==> config.mk <==
export PLATFORM = sky130hd
export DESIGN_NAME = humidity_temp_frame_decode_average_core_flat
export DESIGN_NICKNAME = d
export VERILOG_FILES = /design/src/sv/htfd_pkg.sv /design/src/sv/htfd_ifs.sv /design/src/sv/htfd_frame_asm.sv /design/src/sv/htfd_scale.sv /design/src/sv/htfd_avg_div.sv /design/src/sv/humidity_temp_frame_decode_average_core.sv /design/src/flat_wrapper.sv
export SDC_FILE = /design/constraint.sdc
export NUM_CORES = 1
export LEC_CHECK = 0
export BUFFER_PORTS_ARGS = -buffer_cell sky130_fd_sc_hd__buf_2
export CAP_MARGIN = 20
export CORE_UTILIZATION = 35
export CTS_CLUSTER_SIZE = 28
export DETAILED_ROUTE_END_ITERATION = 8
export PLACE_DENSITY_LB_ADDON = 0.08
export SLEW_MARGIN = 20
export SYNTH_ARGS = -nofsm -noshare
export SYNTH_HDL_FRONTEND = slang
export SYNTH_SLANG_ARGS = --single-unit
==> constraint.sdc <==
create_clock -name i_clk -period 5 [get_ports i_clk]
set_input_delay 0.75 -clock i_clk [delete_from_list [all_inputs] [get_ports i_clk]]
set_output_delay 0.75 -clock i_clk [all_outputs]
set_load 0.02 [all_outputs]
==> src/sv/htfd_pkg.sv <==
// ----------------------------------------------------------------------------
// htfd_pkg: shared constants and types
// Widths, scaling constants and the frame info bundle of the frame decoder.
// ----------------------------------------------------------------------------
package htfd_pkg;

    localparam int WINDOW_DEPTH = 3;
    localparam int HDR_BYTES    = 6;     // status + five code bytes; the seventh byte is not stored
    localparam int POS_W        = 3;
    localparam int BYTE_W       = 8;
    localparam int CODE_BITS    = 20;
    localparam int CNT_W        = $clog2(CODE_BITS);

    localparam int TVAL_W       = 15;
    localparam int HVAL_W       = 14;
    localparam int TEMP_SPAN    = 20000;
    localparam int HUMID_SPAN   = 10000;
    localparam int TEMP_OFFSET  = 5000;

    localparam int FILL_W       = $clog2(WINDOW_DEPTH + 1);
    localparam int TSUM_W       = TVAL_W + $clog2(WINDOW_DEPTH) + 1;
    localparam int HSUM_W       = HVAL_W + $clog2(WINDOW_DEPTH) + 1;
    localparam int DIV_W        = TSUM_W;
    localparam int DCNT_W       = $clog2(DIV_W);

    localparam logic [BYTE_W-1:0] NIB_LO = 8'h0F;
    localparam logic [BYTE_W-1:0] NIB_HI = 8'hF0;

    typedef struct packed {
        logic                    last;     // seventh byte accepted this cycle
        logic [BYTE_W-1:0]       status;
        logic [CODE_BITS-1:0]    raw_t;
        logic [CODE_BITS-1:0]    raw_h;
    } t_frame_info;

endpackage

==> src/sv/htfd_ifs.sv <==
// ----------------------------------------------------------------------------
// htfd_ifs: stream channels
// Valid/ready channels for received bytes and for averaged results.
// ----------------------------------------------------------------------------
interface htfd_in_if import htfd_pkg::*; ();
    logic              valid;
    logic              ready;
    logic [BYTE_W-1:0] rx_byte;
    logic              frame_start;

    modport source (output valid, output rx_byte, output frame_start, input ready);
    modport sink   (input valid, input rx_byte, input frame_start, output ready);
endinterface

interface htfd_out_if import htfd_pkg::*; ();
    logic                    valid;
    logic                    ready;
    logic signed [TVAL_W-1:0] temperature_avg;
    logic [HVAL_W-1:0]       humidity_avg;
    logic [1:0]              samples_in_window;
    logic [CODE_BITS-1:0]    raw_temp_code;
    logic [CODE_BITS-1:0]    raw_humid_code;
    logic [BYTE_W-1:0]       sensor_status;

    modport source (output valid, output temperature_avg, output humidity_avg,
                    output samples_in_window, output raw_temp_code,
                    output raw_humid_code, output sensor_status, input ready);
    modport sink   (input valid, input temperature_avg, input humidity_avg,
                    input samples_in_window, input raw_temp_code,
                    input raw_humid_code, input sensor_status, output ready);
endinterface

==> src/sv/htfd_frame_asm.sv <==
// ----------------------------------------------------------------------------
// htfd_frame_asm: frame byte capture
// Tracks the byte position and holds the status and code bytes of a frame.
// ----------------------------------------------------------------------------
module htfd_frame_asm import htfd_pkg::*; (
    input  logic              i_clk,
    input  logic              i_rst_n,
    input  logic              i_accept,
    input  logic [BYTE_W-1:0] i_rx_byte,
    input  logic              i_frame_start,
    output t_frame_info       o_frame
);

    logic [POS_W-1:0]  r_pos;
    logic [POS_W-1:0]  n_pos;
    logic [POS_W-1:0]  w_pos;
    logic              w_store;
    logic [BYTE_W-1:0] r_bytes [HDR_BYTES];

    always_comb begin
        w_pos   = i_frame_start ? '0 : r_pos;
        w_store = (w_pos < POS_W'(HDR_BYTES));
        n_pos   = r_pos;
        if (i_accept) begin
            n_pos = w_store ? w_pos + 1'b1 : '0;
        end
    end

    always_ff @(posedge i_clk) begin
        if (!i_rst_n) begin
            r_pos <= '0;
        end else begin
            r_pos <= n_pos;
        end
    end

    always_ff @(posedge i_clk) begin
        if (i_accept && w_store) begin
            r_bytes[w_pos] <= i_rx_byte;
        end
    end

    // humidity = b1:b2:b3[7:4], temperature = b3[3:0]:b4:b5
    always_comb begin
        o_frame.last   = i_accept && !w_store;
        o_frame.status = r_bytes[0];
        o_frame.raw_h  = {r_bytes[1], r_bytes[2], 4'((r_bytes[3] & NIB_HI) >> 4)};
        o_frame.raw_t  = {4'(r_bytes[3] & NIB_LO), r_bytes[4], r_bytes[5]};
    end

endmodule

==> src/sv/htfd_scale.sv <==
// ----------------------------------------------------------------------------
// htfd_scale: bit-serial scaling
// floor(raw * span / 2^20) for both codes, one code bit per cycle, LSB first.
// ----------------------------------------------------------------------------
module htfd_scale import htfd_pkg::*; (
    input  logic                 i_clk,
    input  logic                 i_rst_n,
    input  logic                 i_load,
    input  logic [CODE_BITS-1:0] i_raw_t,
    input  logic [CODE_BITS-1:0] i_raw_h,
    output logic [TVAL_W-1:0]    o_temp_code,
    output logic [HVAL_W-1:0]    o_humid_code,
    output logic                 o_done
);

    logic [CODE_BITS-1:0] r_raw_t;
    logic [CODE_BITS-1:0] r_raw_h;
    logic [TVAL_W-1:0]    r_acc_t;
    logic [HVAL_W-1:0]    r_acc_h;
    logic [TVAL_W:0]      w_sum_t;
    logic [HVAL_W:0]      w_sum_h;
    logic [CNT_W-1:0]     r_step;
    logic                 r_busy;
    logic                 r_done;

    // add-then-halve; the flooring of each halving composes exactly
    always_comb begin
        w_sum_t = {1'b0, r_acc_t} + (r_raw_t[0] ? (TVAL_W+1)'(TEMP_SPAN) : '0);
        w_sum_h = {1'b0, r_acc_h} + (r_raw_h[0] ? (HVAL_W+1)'(HUMID_SPAN) : '0);
    end

    always_ff @(posedge i_clk) begin
        if (!i_rst_n) begin
            r_busy <= 1'b0;
            r_done <= 1'b0;
            r_step <= '0;
        end else begin
            r_done <= 1'b0;
            if (i_load) begin
                r_busy <= 1'b1;
                r_step <= '0;
            end else if (r_busy) begin
                r_step <= r_step + 1'b1;
                if (r_step == CNT_W'(CODE_BITS - 1)) begin
                    r_busy <= 1'b0;
                    r_done <= 1'b1;
                end
            end
        end
    end

    always_ff @(posedge i_clk) begin
        if (i_load) begin
            r_raw_t <= i_raw_t;
            r_raw_h <= i_raw_h;
            r_acc_t <= '0;
            r_acc_h <= '0;
        end else if (r_busy) begin
            r_raw_t <= r_raw_t >> 1;
            r_raw_h <= r_raw_h >> 1;
            r_acc_t <= w_sum_t[TVAL_W:1];
            r_acc_h <= w_sum_h[HVAL_W:1];
        end
    end

    assign o_temp_code  = r_acc_t;
    assign o_humid_code = r_acc_h;
    assign o_done       = r_done;

endmodule

==> src/sv/htfd_avg_div.sv <==
// ----------------------------------------------------------------------------
// htfd_avg_div: serial averaging divider
// Restoring division of both window sums by the fill count, one bit a cycle.
// ----------------------------------------------------------------------------
module htfd_avg_div import htfd_pkg::*; (
    input  logic                     i_clk,
    input  logic                     i_rst_n,
    input  logic                     i_load,
    input  logic signed [TSUM_W-1:0] i_sum_t,
    input  logic [HSUM_W-1:0]        i_sum_h,
    input  logic [FILL_W-1:0]        i_cnt,
    output logic signed [TVAL_W-1:0] o_avg_t,
    output logic [HVAL_W-1:0]        o_avg_h,
    output logic                     o_done
);

    logic [DIV_W-1:0]  r_q_t;
    logic [DIV_W-1:0]  r_q_h;
    logic [FILL_W-1:0] r_rem_t;
    logic [FILL_W-1:0] r_rem_h;
    logic [FILL_W-1:0] r_div;
    logic              r_neg;
    logic [DCNT_W-1:0] r_step;
    logic              r_busy;
    logic              r_done;
    logic [DIV_W-1:0]  w_mag;
    logic [FILL_W:0]   w_try_t;
    logic [FILL_W:0]   w_try_h;
    logic              w_ge_t;
    logic              w_ge_h;
    logic [DIV_W-1:0]  w_signed_q;

    // truncation toward zero: divide the magnitude, restore the sign afterwards
    always_comb begin
        w_mag   = i_sum_t[TSUM_W-1] ? DIV_W'(~i_sum_t + 1'b1) : DIV_W'(i_sum_t);
        w_try_t = {r_rem_t, r_q_t[DIV_W-1]};
        w_try_h = {r_rem_h, r_q_h[DIV_W-1]};
        w_ge_t  = (w_try_t >= {1'b0, r_div});
        w_ge_h  = (w_try_h >= {1'b0, r_div});
        w_signed_q = r_neg ? (~r_q_t + 1'b1) : r_q_t;
    end

    always_ff @(posedge i_clk) begin
        if (!i_rst_n) begin
            r_busy <= 1'b0;
            r_done <= 1'b0;
            r_step <= '0;
        end else begin
            r_done <= 1'b0;
            if (i_load) begin
                r_busy <= 1'b1;
                r_step <= '0;
            end else if (r_busy) begin
                r_step <= r_step + 1'b1;
                if (r_step == DCNT_W'(DIV_W - 1)) begin
                    r_busy <= 1'b0;
                    r_done <= 1'b1;
                end
            end
        end
    end

    always_ff @(posedge i_clk) begin
        if (i_load) begin
            r_q_t   <= w_mag;
            r_q_h   <= DIV_W'(i_sum_h);
            r_rem_t <= '0;
            r_rem_h <= '0;
            r_div   <= i_cnt;
            r_neg   <= i_sum_t[TSUM_W-1];
        end else if (r_busy) begin
            r_q_t   <= {r_q_t[DIV_W-2:0], w_ge_t};
            r_q_h   <= {r_q_h[DIV_W-2:0], w_ge_h};
            r_rem_t <= FILL_W'(w_ge_t ? w_try_t - {1'b0, r_div} : w_try_t);
            r_rem_h <= FILL_W'(w_ge_h ? w_try_h - {1'b0, r_div} : w_try_h);
        end
    end

    assign o_avg_t = signed'(w_signed_q[TVAL_W-1:0]);
    assign o_avg_h = r_q_h[HVAL_W-1:0];
    assign o_done  = r_done;

endmodule

==> src/sv/humidity_temp_frame_decode_average_core.sv <==
// Bytes 1 to 6 of a frame are stored as they come and produce no item.
// The seventh byte starts serial scaling, then a window update, the divider
// load, serial division, the step into the output state and the output
// register load, after which its item is valid.
// No byte is taken during that work; the next one goes in once the core is
// idle again, later while the previous item still waits unread.
// Synchronous active-low reset clears position, window, fill and handshakes.
// ----------------------------------------------------------------------------
// humidity_temp_frame_decode_average_core: sensor frame decoder and averager
// Decodes seven-byte humidity/temperature frames and averages up to the last three.
// ----------------------------------------------------------------------------
module humidity_temp_frame_decode_average_core import htfd_pkg::*; (
    input  logic          i_clk,
    input  logic          i_rst_n,
    htfd_in_if.sink       i_in,
    htfd_out_if.source    o_out
);

    localparam logic [2:0] S_IDLE  = 3'd0;
    localparam logic [2:0] S_SCALE = 3'd1;
    localparam logic [2:0] S_LOAD  = 3'd2;
    localparam logic [2:0] S_DIV   = 3'd3;
    localparam logic [2:0] S_OUT   = 3'd4;

    logic [2:0]               r_state;
    logic [2:0]               n_state;
    logic                     w_in_accept;
    logic                     w_out_free;
    logic                     w_out_load;
    t_frame_info              w_frame;
    logic [TVAL_W-1:0]        w_temp_code;
    logic [HVAL_W-1:0]        w_humid_code;
    logic                     w_scale_done;
    logic signed [TVAL_W-1:0] w_tval;
    logic signed [TVAL_W-1:0] r_twin [WINDOW_DEPTH];
    logic [HVAL_W-1:0]        r_hwin [WINDOW_DEPTH];
    logic [FILL_W-1:0]        r_fill;
    logic signed [TSUM_W-1:0] w_sum_t;
    logic [HSUM_W-1:0]        w_sum_h;
    logic signed [TVAL_W-1:0] w_avg_t;
    logic [HVAL_W-1:0]        w_avg_h;
    logic                     w_div_done;

    logic                     r_out_valid;
    logic signed [TVAL_W-1:0] r_out_temp;
    logic [HVAL_W-1:0]        r_out_humid;
    logic [1:0]               r_out_samples;
    logic [CODE_BITS-1:0]     r_out_raw_t;
    logic [CODE_BITS-1:0]     r_out_raw_h;
    logic [BYTE_W-1:0]        r_out_status;

    assign i_in.ready  = (r_state == S_IDLE);
    assign w_in_accept = i_in.valid && i_in.ready;
    assign w_out_free  = !r_out_valid || o_out.ready;
    assign w_out_load  = (r_state == S_OUT) && w_out_free;

    htfd_frame_asm u_frame (
        .i_clk         (i_clk),
        .i_rst_n       (i_rst_n),
        .i_accept      (w_in_accept),
        .i_rx_byte     (i_in.rx_byte),
        .i_frame_start (i_in.frame_start),
        .o_frame       (w_frame)
    );

    htfd_scale u_scale (
        .i_clk        (i_clk),
        .i_rst_n      (i_rst_n),
        .i_load       (w_frame.last),
        .i_raw_t      (w_frame.raw_t),
        .i_raw_h      (w_frame.raw_h),
        .o_temp_code  (w_temp_code),
        .o_humid_code (w_humid_code),
        .o_done       (w_scale_done)
    );

    htfd_avg_div u_div (
        .i_clk   (i_clk),
        .i_rst_n (i_rst_n),
        .i_load  (r_state == S_LOAD),
        .i_sum_t (w_sum_t),
        .i_sum_h (w_sum_h),
        .i_cnt   (r_fill),
        .o_avg_t (w_avg_t),
        .o_avg_h (w_avg_h),
        .o_done  (w_div_done)
    );

    // scaled code is below 20000, so the offset wraps correctly into 15 bits
    assign w_tval = signed'(TVAL_W'(w_temp_code - TVAL_W'(TEMP_OFFSET)));

    always_comb begin
        n_state = r_state;
        unique case (r_state)
            S_IDLE:  if (w_frame.last) n_state = S_SCALE;
            S_SCALE: if (w_scale_done) n_state = S_LOAD;
            S_LOAD:  n_state = S_DIV;
            S_DIV:   if (w_div_done)   n_state = S_OUT;
            S_OUT:   if (w_out_free)   n_state = S_IDLE;
            default: n_state = S_IDLE;
        endcase
    end

    always_ff @(posedge i_clk) begin
        if (!i_rst_n) begin
            r_state <= S_IDLE;
        end else begin
            r_state <= n_state;
        end
    end

    // window: oldest entry at index 0, newest pushed at the top
    always_ff @(posedge i_clk) begin
        if (!i_rst_n) begin
            for (int i = 0; i < WINDOW_DEPTH; i++) begin
                r_twin[i] <= '0;
                r_hwin[i] <= '0;
            end
            r_fill <= '0;
        end else if (w_scale_done) begin
            for (int i = 0; i < WINDOW_DEPTH - 1; i++) begin
                r_twin[i] <= r_twin[i+1];
                r_hwin[i] <= r_hwin[i+1];
            end
            r_twin[WINDOW_DEPTH-1] <= w_tval;
            r_hwin[WINDOW_DEPTH-1] <= w_humid_code;
            if (r_fill < FILL_W'(WINDOW_DEPTH)) begin
                r_fill <= r_fill + 1'b1;
            end
        end
    end

    always_comb begin
        w_sum_t = '0;
        w_sum_h = '0;
        for (int i = 0; i < WINDOW_DEPTH; i++) begin
            w_sum_t = w_sum_t + TSUM_W'(r_twin[i]);
            w_sum_h = w_sum_h + HSUM_W'(r_hwin[i]);
        end
    end

    always_ff @(posedge i_clk) begin
        if (!i_rst_n) begin
            r_out_valid <= 1'b0;
        end else if (w_out_load) begin
            r_out_valid <= 1'b1;
        end else if (o_out.ready) begin
            r_out_valid <= 1'b0;
        end
    end

    always_ff @(posedge i_clk) begin
        if (w_out_load) begin
            r_out_temp    <= w_avg_t;
            r_out_humid   <= w_avg_h;
            r_out_samples <= 2'(r_fill);
            r_out_raw_t   <= w_frame.raw_t;
            r_out_raw_h   <= w_frame.raw_h;
            r_out_status  <= w_frame.status;
        end
    end

    assign o_out.valid             = r_out_valid;
    assign o_out.temperature_avg   = r_out_temp;
    assign o_out.humidity_avg      = r_out_humid;
    assign o_out.samples_in_window = r_out_samples;
    assign o_out.raw_temp_code     = r_out_raw_t;
    assign o_out.raw_humid_code    = r_out_raw_h;
    assign o_out.sensor_status     = r_out_status;

    a_scale_done_in_scale: assert property (@(posedge i_clk) disable iff (!i_rst_n)
        w_scale_done |-> r_state == S_SCALE)
        else $error("scaler finished outside the scaling phase");

    a_div_done_in_div: assert property (@(posedge i_clk) disable iff (!i_rst_n)
        w_div_done |-> r_state == S_DIV)
        else $error("divider finished outside the division phase");

    a_divisor_nonzero: assert property (@(posedge i_clk) disable iff (!i_rst_n)
        r_state == S_LOAD |-> r_fill != '0 && r_fill <= FILL_W'(WINDOW_DEPTH))
        else $error("divider loaded with an invalid fill count");

    a_last_starts_scale: assert property (@(posedge i_clk) disable iff (!i_rst_n)
        w_frame.last |=> r_state == S_SCALE)
        else $error("seventh byte did not start scaling");

endmodule
==> src/flat_wrapper.sv <==
// flat-port wrapper written by rule: the top's interface ports become plain ports
module humidity_temp_frame_decode_average_core_flat import htfd_pkg::*;
  (i_clk, i_rst_n, i_in_valid, i_in_rx_byte, i_in_frame_start, i_in_ready, o_out_valid, o_out_temperature_avg, o_out_humidity_avg, o_out_samples_in_window, o_out_raw_temp_code, o_out_raw_humid_code, o_out_sensor_status, o_out_ready);
  htfd_in_if i_in_i ();
  htfd_out_if o_out_i ();
  input  logic i_clk;
  input  logic i_rst_n;
  input wire logic [$bits(i_in_i.valid)-1:0] i_in_valid;
  input wire logic [$bits(i_in_i.rx_byte)-1:0] i_in_rx_byte;
  input wire logic [$bits(i_in_i.frame_start)-1:0] i_in_frame_start;
  output wire logic [$bits(i_in_i.ready)-1:0] i_in_ready;
  output wire logic [$bits(o_out_i.valid)-1:0] o_out_valid;
  output wire logic [$bits(o_out_i.temperature_avg)-1:0] o_out_temperature_avg;
  output wire logic [$bits(o_out_i.humidity_avg)-1:0] o_out_humidity_avg;
  output wire logic [$bits(o_out_i.samples_in_window)-1:0] o_out_samples_in_window;
  output wire logic [$bits(o_out_i.raw_temp_code)-1:0] o_out_raw_temp_code;
  output wire logic [$bits(o_out_i.raw_humid_code)-1:0] o_out_raw_humid_code;
  output wire logic [$bits(o_out_i.sensor_status)-1:0] o_out_sensor_status;
  input wire logic [$bits(o_out_i.ready)-1:0] o_out_ready;
  assign i_in_i.valid = i_in_valid;
  assign i_in_i.rx_byte = i_in_rx_byte;
  assign i_in_i.frame_start = i_in_frame_start;
  assign i_in_ready = i_in_i.ready;
  assign o_out_valid = o_out_i.valid;
  assign o_out_temperature_avg = o_out_i.temperature_avg;
  assign o_out_humidity_avg = o_out_i.humidity_avg;
  assign o_out_samples_in_window = o_out_i.samples_in_window;
  assign o_out_raw_temp_code = o_out_i.raw_temp_code;
  assign o_out_raw_humid_code = o_out_i.raw_humid_code;
  assign o_out_sensor_status = o_out_i.sensor_status;
  assign o_out_i.ready = o_out_ready;
  humidity_temp_frame_decode_average_core u_core (.i_clk(i_clk), .i_rst_n(i_rst_n), .i_in(i_in_i), .o_out(o_out_i));
endmodule
Yosys cells after proc, flatten, opt, wreduce, memory -nomap -nowiden. Memory sizes are Yosys's and may differ from the RTL's. A register that Yosys moved wholly into a read port is not among the register bits. Cells that the tools add are included.

Add/subtract/negate cells: 15. Order comparisons: 4. Eq/ne operators: 10. Multiplexer cells: 43. Bitwise operators: 11. Reductions and logical operators: 17.

Operators by type and width (count): $mux W20 (4); $mux W15 (5); $mux W14 (4); $mux W18 (3); $mux W17 (2); $add A14 B14 Y15 (2); $add A18 B1 Y18 const B (1); $mux W3 (6); $not A18 Y18 (1); $add A16 B15 Y17 (1); $add A17 B14 Y17 (1); $add A15 B15 Y16 (1); $add A15 B16 Y16 (1); $mux W1 (16); $add A15 B1 Y15 const B (1); $not A15 Y15 (1); $pmux W3 S5 (1); $sub A15 B13 Y15 const B (1); $add A5 B1 Y5 const B (2); $eq A5 B5 Y1 const B (2); $eq A3 B2 Y1 const B (2); $ge A3 B2 Y1 (2); $ne A2 B2 Y1 const B (3); $or A1 B1 Y1 (6); other kinds (19) (31).

Register bits: 206. RAM bits: 135. Word-level logic and storage cells: 129. Memories kept: 3.

Memory list: u_core.u_frame.r_bytes (words 6, width 8, rd ports 6, clocked after memory_dff 1, write ports 1, line htfd_frame_asm.sv:18) `logic [BYTE_W-1:0] r_bytes [HDR_BYTES];`; u_core.r_twin (words 3, width 15, rd ports 3, clocked after memory_dff 0, write ports 3, line humidity_temp_frame_decode_average_core.sv:35) `logic signed [TVAL_W-1:0] r_twin [WINDOW_DEPTH];`; u_core.r_hwin (words 3, width 14, rd ports 3, clocked after memory_dff 0, write ports 3, line humidity_temp_frame_decode_average_core.sv:36) `logic [HVAL_W-1:0] r_hwin [WINDOW_DEPTH];`.

Logic depth before layout (Yosys ltp). Gate-level depths: netlist (run 1). An unclocked memory read counts as a cell.

Word-level depth: 7. Mapped depth: 18. Mapped depth without buffers: 18.

Hierarchy. From an unflattened synthesis (run 1), not the netlist that was laid out.

Cell total of the unflattened synthesis: 1225. Area, all modules: 16291.9 µm².

By module, submodules not included: humidity_temp_frame_decode_average_core (instances 1, cells an instance 561, area an instance 8018.9 µm², sequential area each 5104.9 µm²); htfd_scale (instances 1, cells an instance 304, area an instance 3603.5 µm², sequential area each 1921.8 µm²); htfd_avg_div (instances 1, cells an instance 283, area an instance 3002.9 µm², sequential area each 1381.3 µm²); htfd_frame_asm (instances 1, cells an instance 77, area an instance 1666.6 µm², sequential area each 1501.4 µm²).

Worst setup path before layout (run 1). No wires, ideal clock.

Kind: register to register. Start: register u_core.r_state[0]. End: register u_core.u_scale.r_raw_h[0] (enable). Library setup time: 0.493 ns. Data arrival time: 4.248 ns. Required time: 4.507 ns. Path slack: 0.259 ns. Stages on the path, launching flop included: 5. Buffers on the path: 1. Period minus slack after synthesis: 4.741 ns. Path through: dfxtp_1 clkbuf_1 nor3_1 nand2_1 o21ai_0.

Longest elaborated chain between the ends: 4.

RTL lines: start: declaration (line humidity_temp_frame_decode_average_core.sv:25) `logic [2:0] r_state;`; start signal: assignment (line humidity_temp_frame_decode_average_core.sv:108) `r_state <= n_state;`; $logic_not A3 Y1 (line humidity_temp_frame_decode_average_core.sv:52) `assign i_in.ready = (r_state == S_IDLE);`; net i_in_ready (line flat_wrapper.sv:11) `output wire logic [$bits(i_in_i.ready)-1:0] i_in_ready;`; $logic_and A1 B1 Y1 (line humidity_temp_frame_decode_average_core.sv:53) `assign w_in_accept = i_in.valid && i_in.ready;`; $logic_and A1 B1 Y1 (line htfd_frame_asm.sv:45) `o_frame.last = i_accept && !w_store;`; $reduce_bool A2 Y1 (no line); end signal: assignment (line htfd_scale.sv:55) `r_raw_h <= i_raw_h;`; end signal: assignment (line htfd_scale.sv:60) `r_raw_h <= r_raw_h >> 1;`; end: declaration (line htfd_scale.sv:17) `logic [CODE_BITS-1:0] r_raw_h;`.

The timed path passes the listed nets, and every way through them passes these cells. A chain may end at the register's enable or synchronous reset.

==> out/results.tsv, run 1 <==
metric	value	unit
place.detailed.hpwl	21710	um
register_area	9912	um2
design.die.area	47520	um2
antennaDiodeCount	0	
yosys_most_used_dff	edfxtp_1	
die_h	218.0	um
timing.final.setup_violations	0	
cp_num_buf_inv	2	
synth.top_cell.area_share	0.5371	
floorplan.rows	78	
hold_buffer_count_at_cts	0	
synth_area	16330	um2
final_period_minus_worst_setup_slack	3.772	ns
clk_path_buf_depth	3	
critPathMaxStageDelay	0.53	ns
drc	0	
tritoncts_num_sinks	349	
io-pin-count	94	
floorplan.core_area	45670	um2
grt_max_degree	77	
dpl_worst_slack	1.237	ns
fillCellCount	4312	
power_per_cell_area	355.1	nW/um2
max-vdd-ir-drop	0.2253	mV
synthDominantAreaCellType	edfxtp_1	
timing.final.ws_setup	1.228	ns
hold-worst-slack	0.4203	ns
post_cts_resize_count	0	
timing.clock.skew	0.02117	ns
nets_finish	1457	
synth.top_cells.by_area	edfxtp_1 54%, dfxtp_1 7.0%, ha_1 5.1%	
start_kind	register	
drt-vias-per-instance	4.844	
utilization	0.4108	
final_cycle_share	0.7543	
global_route.overflow_total	0	
port_buffers	93	
placed_cells_incl_taps	1916	
areaGrowthSynthToFinish	14.91	%
synth_edf_count	292	
multi_input_gate_area	6045	um2
finalHoldViolations	0	
power.leakage	7.200	nW
cts_post_setup_buffers_inserted	0	
wl_per_cell	16.47	um
setup_total_negative_slack	0	ns
critPathRequiredTime	5.31	ns
critPathArrivalTime	4.08	ns
initial_standard_cell_utilization_of_the_core	0.3575	
maxClockFrequency	0.2651	GHz
grt_pass1_vias	9549	
drtPass1Iterations	4	
maxCapViolCount	0	
synth_sequential_area_ratio	0.6069	
criticalPathCategory	register to register	
grtUsageTotal	0.1409	
dr_total_vias	9635	
synth_cell_type_count	74	
slew_viol_final	0	
number_of_antenna_violations_at_the_first_check_in_global_routing	1	
cts_htree_levels	2	
path_delay_family	adder cells	
worst_hold_path_type	register to register	
clock-root-buffer	clkbuf_16	
cts_made_buffers	41	
slew_headroom	0.3452	
synth_register_bits	349	
wl	32750	um
synthArstFlopShare	0	
worst_setup_hold_path_clk_slew	0.05	ns
cts_tree	yes	
die_width	218.0	um
worst_setup_path_end_kind	register	
synth_area_per_cell	12.89	um2
detailedRoute.firstIterationViolations	575	
yosys_warnings	0	
finish.cell_count_without_fillers	1989	
wire_length_of_the_first_global_routing_pass	52830	um
worstMarginPinSlew	0.9799	ns
layout-drive-gt1-share	0.1634	
rsz_0062_raised_after_global_routing	no	
outcome	completed	
clock_insertion_delay_worst_skew	0.57	ns
crit_path_cell_trace	inv_1 -> fa_1 -> inv_1 -> ha_1 -> fa_1 -> a211oi_2 -> o21ai_1 -> a31oi_1 -> xor2_1 -> o2111ai_1 -> and4bb_1 -> mux2i_1 -> nand2_1	
synthesis.instances	1267	
cell_type_of_the_slowest_stage_on_the_worst_timing_path	fa_1	
mappedNetlistNets	1365	
routabilityCongestion	0.7694	
ant_nets	0	
crit_fanout	4	
synth_stat cells, types with 5 or more instances:
library cell    n
o21a_1          5
fa_1           18
nand2b_1       13
nor2b_1        20
inv_1          40
a31oi_1         9
o21ai_1        11
a21oi_1        52
a211oi_1       15
nand3_1        19
edfxtp_1      292
nor3_1         19
and3_1         76
nor2_1        104
o21ai_0        50
xnor2_1        59
clkbuf_1       39
xor2_1         22
ha_1           67
buf_2           9
mux2_2         40
and2_1         10
nor3b_1         8
a21o_1         15
nand2_1        65
mux2i_1        28
or3_1           7
o31ai_1         9
a32oi_1         6
nand4_1         5
dfxtp_1        57
path summary, 6_finish.rpt:
kind                                              startpoint                            end  slack, ns  cells past startpoint
worst max-delay path                     u_core.r_twin[0][1]         u_core.u_div.r_q_t[14]       1.23                     13
worst min-delay path            u_core.u_frame.r_bytes[0][3]  u_core.o_out.sensor_status[3]       0.42                      0
worst max register to register           u_core.r_twin[0][1]         u_core.u_div.r_q_t[14]       1.23                     13
worst min register to register  u_core.u_frame.r_bytes[0][3]  u_core.o_out.sensor_status[3]       0.42                      0
logic make-up after synthesis:
family	after synthesis	synth area share
buf+inv	97	0.02490
xor+xnor	81	0.04345
fa+ha+maj	85	0.07342
compound gates	220	0.09112
mux	68	0.04475
flops	349	0.6069
simple gates	367	0.1154
routing by layer:
metal,track usage,vias up,routed length [um]
met3,0.04003,44,1747
met1,0.1944,4563,16160
met5,0,-,13
met4,0.04126,2,665
met2,0.2142,141,14170
li1,-,4885,-
state kept, by name (all words and copies together), names as in the netlist, 18 cells and up:
name / count
u_core.u_frame.r_bytes: 48
u_core.r_twin: 45
u_core.r_hwin: 42
u_core.o_out.raw_humid_code: 20
u_core.o_out.raw_temp_code: 20
u_core.u_scale.r_raw_h: 20
u_core.u_scale.r_raw_t: 20
u_core.u_div.r_q_h: 18
u_core.u_div.r_q_t: 18
report_power, final:
part	internal (mW)	switching (mW)
logic	0.214	0.308
registers	3.17	0.0264
clock network	1.74	1.21
total	5.12	1.54
cell usage in the layout (no fill, tap or decap), types with 18 or more instances in the layout:
master / count
mux2i_1: 28
ha_1: 67
nand2_1: 65
and3_1: 76
buf_2: 93
nor2_1: 102
xor2_1: 22
dfxtp_1: 55
nand3_1: 19
mux2_2: 40
a21oi_1: 52
nor3_1: 19
fa_1: 18
nor2b_1: 20
edfxtp_1: 292
inv_1: 40
clkbuf_16: 42
xnor2_1: 59
o21ai_0: 49
cell type report:
class                           instances  area share
Inverter                               41    0.008203
Tap cell                              600     0.04002
Sequential cell                       349      0.5283
Multi-Input combinational cell        821      0.3222
Timing Repair Buffer                  105     0.03095
Clock inverter                         14     0.01034
Clock buffer                           59     0.05996
metrics by stage:
step                      area (um2)  power [mW]
after floorplan                16330       3.670
after global placement         17440       3.782
after detailed placement       17440       3.785
after CTS                      18760       6.779
after global routing           18760       6.945
final                          18760       6.662
No activity file was read; power rests on OpenSTA's default activity.
==> inputs of run 2 (changes only) <==
==> constraint.sdc (replaced) <==
create_clock -name i_clk -period 3.8 [get_ports i_clk]
set_input_delay 0.57 -clock i_clk [delete_from_list [all_inputs] [get_ports i_clk]]
set_output_delay 0.57 -clock i_clk [all_outputs]
set_load 0.02 [all_outputs]
==> run 2 against run 1 <==
Clock skew down 0.0096 ns. Die area unchanged. First-iteration DRC count fell by 0.35%. Final cell count rose by 0.50%. Total power grew 32%. Critical path type unchanged. Critical endpoint is now u_core.u_div.r_q_h[13]. Highest routed layer unchanged.
==> out/results.tsv, run 2 (synthesis gave the netlist of run 1 again) <==
metric	value	unit	change
outcome	completed		
fillCellCount	4359		+1.1%
final_cycle_share	0.9393		+0.1850
rsz_0062_raised_after_global_routing	yes		
ant_nets	0		unchanged
place.detailed.hpwl	21810	um	+0.42%
power_per_cell_area	464.0	nW/um2	+31%
final_period_minus_worst_setup_slack	3.569	ns	-0.2023 ns
dr_total_vias	9721		+0.89%
wire_length_of_the_first_global_routing_pass	52440	um	-0.73%
path_delay_family	compound AO/OA/AOI/OAI gates		
slew_viol_final	0		unchanged
dpl_worst_slack	0.04118	ns	-1.196 ns
cts_htree_levels	2		unchanged
maxClockFrequency	0.2802	GHz	+5.7%
port_buffers	93		unchanged
antennaDiodeCount	0		unchanged
design.die.area	47520	um2	unchanged
detailedRoute.firstIterationViolations	573		-0.35%
max-vdd-ir-drop	0.3276	mV	+45%
routabilityCongestion	0.7713		+0.25%
critPathMaxStageDelay	0.35	ns	-0.18 ns
die_h	218.0	um	unchanged
floorplan.core_area	45670	um2	unchanged
die_width	218.0	um	unchanged
crit_path_cell_trace	ha_1 -> inv_1 -> fa_2 -> nor2b_1 -> o21ai_1 -> a21o_1 -> a311oi_2 -> a21oi_1 -> xnor2_1 -> ha_1 -> or2_2 -> a21oi_4 -> nor2b_1 -> o21ai_0 -> a21oi_1 -> xnor2_1 -> o21ai_0		
io-pin-count	94		unchanged
grt_pass1_vias	9851		+3.2%
worst_setup_hold_path_clk_slew	0.06	ns	about the same
crit_fanout	3		-1
timing.final.ws_setup	0.2307	ns	-0.9977 ns
timing.final.setup_violations	0		unchanged
critPathArrivalTime	3.85	ns	-0.23 ns
critPathRequiredTime	4.08	ns	-1.23 ns
largest_reg_flops	48		unchanged
clock_insertion_delay_worst_skew	0.56	ns	about the same
timing.clock.skew	0.01159	ns	-0.009583 ns
biggest_regs	u_core.u_frame.r_bytes: 48 flops, u_core.r_twin: 45 flops, u_core.r_hwin: 42 flops		
criticalPathCategory	register to register		
number_of_antenna_violations_at_the_first_check_in_global_routing	1		unchanged
cell_type_of_the_slowest_stage_on_the_worst_timing_path	edfxtp_1		
wl_per_cell	16.27	um	-1.2%
leading_cell_type_in_the_layout_fill_and_taps_excluded	edfxtp_1		
drc	0		unchanged
worst_setup_path_end_kind	register		
clk_path_buf_depth	3		unchanged
drtPass1Iterations	4		unchanged
cts_made_buffers	41		unchanged
worst_hold_path_type	primary input to register		
tritoncts_num_sinks	349		unchanged
global_route.overflow_total	0		unchanged
wl	32530	um	-0.69%
areaGrowthSynthToFinish	15.76	%	
power.leakage	7.255	nW	+0.76%
slew_headroom	0.5198		+0.1746
layout-drive-gt1-share	0.1780		+0.01456
floorplan.rows	78		unchanged
worstMarginPinSlew	0.7177	ns	-0.2623 ns
setup_total_negative_slack	0	ns	unchanged
grt_max_degree	76		-1.3%
drt-vias-per-instance	4.863		+0.39%
grtUsageTotal	0.1394		-0.001550
layout_common_cells	292 x edfxtp_1, 102 x nor2_1, 93 x buf_2		
cp_num_buf_inv	1		-1
clock-root-buffer	clkbuf_16		
cts_tree	yes		
top_register	u_core.u_frame.r_bytes		
finalHoldViolations	0		unchanged
maxCapViolCount	0		unchanged
nets_finish	1465		+0.55%
initial_standard_cell_utilization_of_the_core	0.3575		unchanged
start_kind	register		
[run 2: cell types whose count changed in the layout (fill, tap and decap cells not counted), moves of 2 or more]
| cell | delta |
|---|---|
| a21oi_1 | -4 |
| fa_2 | +2 |
| clkbuf_1 | -9 |
| o31ai_2 | +2 |
| o31ai_1 | -2 |
| a311oi_1 | -2 |
| clkbuf_8 | +2 |
| a311oi_2 | +2 |
| clkinv_1 | +8 |
| a21oi_2 | +3 |
| fa_1 | -2 |
| buf_4 | +7 |
[run 2: repair_timing]
action,in CTS,in global routing
hold buffers,0,0
buffers inserted,0,1
resized for setup,0,12
endpoints found under the setup margin,0,8
[run 2: path summary, 6_finish.rpt]
kind / to / slack (ns) / cells after the start / from
setup / recovery: u_core.u_div.r_q_h[13] / 0.23 / 17 / u_core.r_hwin[0][14]
hold / removal: u_core.u_frame.r_bytes[3][0] / 0.33 / 1 / i_in_rx_byte[0]
setup reg to reg: u_core.u_div.r_q_h[13] / 0.23 / 17 / u_core.r_hwin[0][14]
hold reg to reg: u_core.o_out.sensor_status[2] / 0.42 / 0 / u_core.u_frame.r_bytes[0][2]
[run 2: worst register-to-register path: stages, from the launching register on]
cell and delay, ns:
edfxtp_1 0.35, ha_1 0.17, inv_1 0.06, fa_2 0.34, nor2b_1 0.13, o21ai_1 0.08, a21o_1 0.22, a311oi_2 0.32
a21oi_1 0.13, xnor2_1 0.14, ha_1 0.32, or2_2 0.33, a21oi_4 0.19, nor2b_1 0.09, o21ai_0 0.16, a21oi_1 0.07
xnor2_1 0.16, o21ai_0 0.08
[run 2: final cells by class]
| type | instances | area [um2] | area share |
|---|---|---|---|
| Clock inverter | 23 | 210.2 | 0.01112 |
| Sequential cell | 349 | 9912 | 0.5245 |
| Timing Repair Buffer | 113 | 653.1 | 0.03456 |
| Multi-Input combinational cell | 821 | 6101 | 0.3228 |
| Inverter | 41 | 153.9 | 0.008143 |
| Tap cell | 600 | 750.7 | 0.03972 |
| Clock buffer | 52 | 1119 | 0.05919 |
[run 2: metal layers]
layer	share of wire	wire (um)	global-route usage
met5	0.00031	10	0
met4	0.019	626	0.03939
met3	0.049	1591	0.04003
met2	0.44	14380	0.2168
met1	0.49	15910	0.1882
[run 2: power breakdown]
| part | internal (mW) | leakage (nW) | switching (mW) |
|---|---|---|---|
| clock | 2.30 | 0.650 | 1.55 |
| sequential | 4.17 | 3.21 | 0.0356 |
| combinational | 0.294 | 3.39 | 0.417 |
| total | 6.76 | 7.26 | 2.01 |
[run 2: per-stage QoR]
step           hold slack (ns)  std cells  utilization  total power, mW  cell area, um2
6_report                0.3254       1999       0.4138            8.769           18900
5_1_grt                 0.2957       1999       0.4138            9.145           18900
4_1_cts                 0.2851       1998       0.4124            8.908           18840
3_5_place_dp            0.4045       1923       0.3833            4.989           17510
3_3_place_gp            0.4019       1923       0.3833            4.985           17510
2_1_floorplan           0.4003       1267            -            4.829           16330
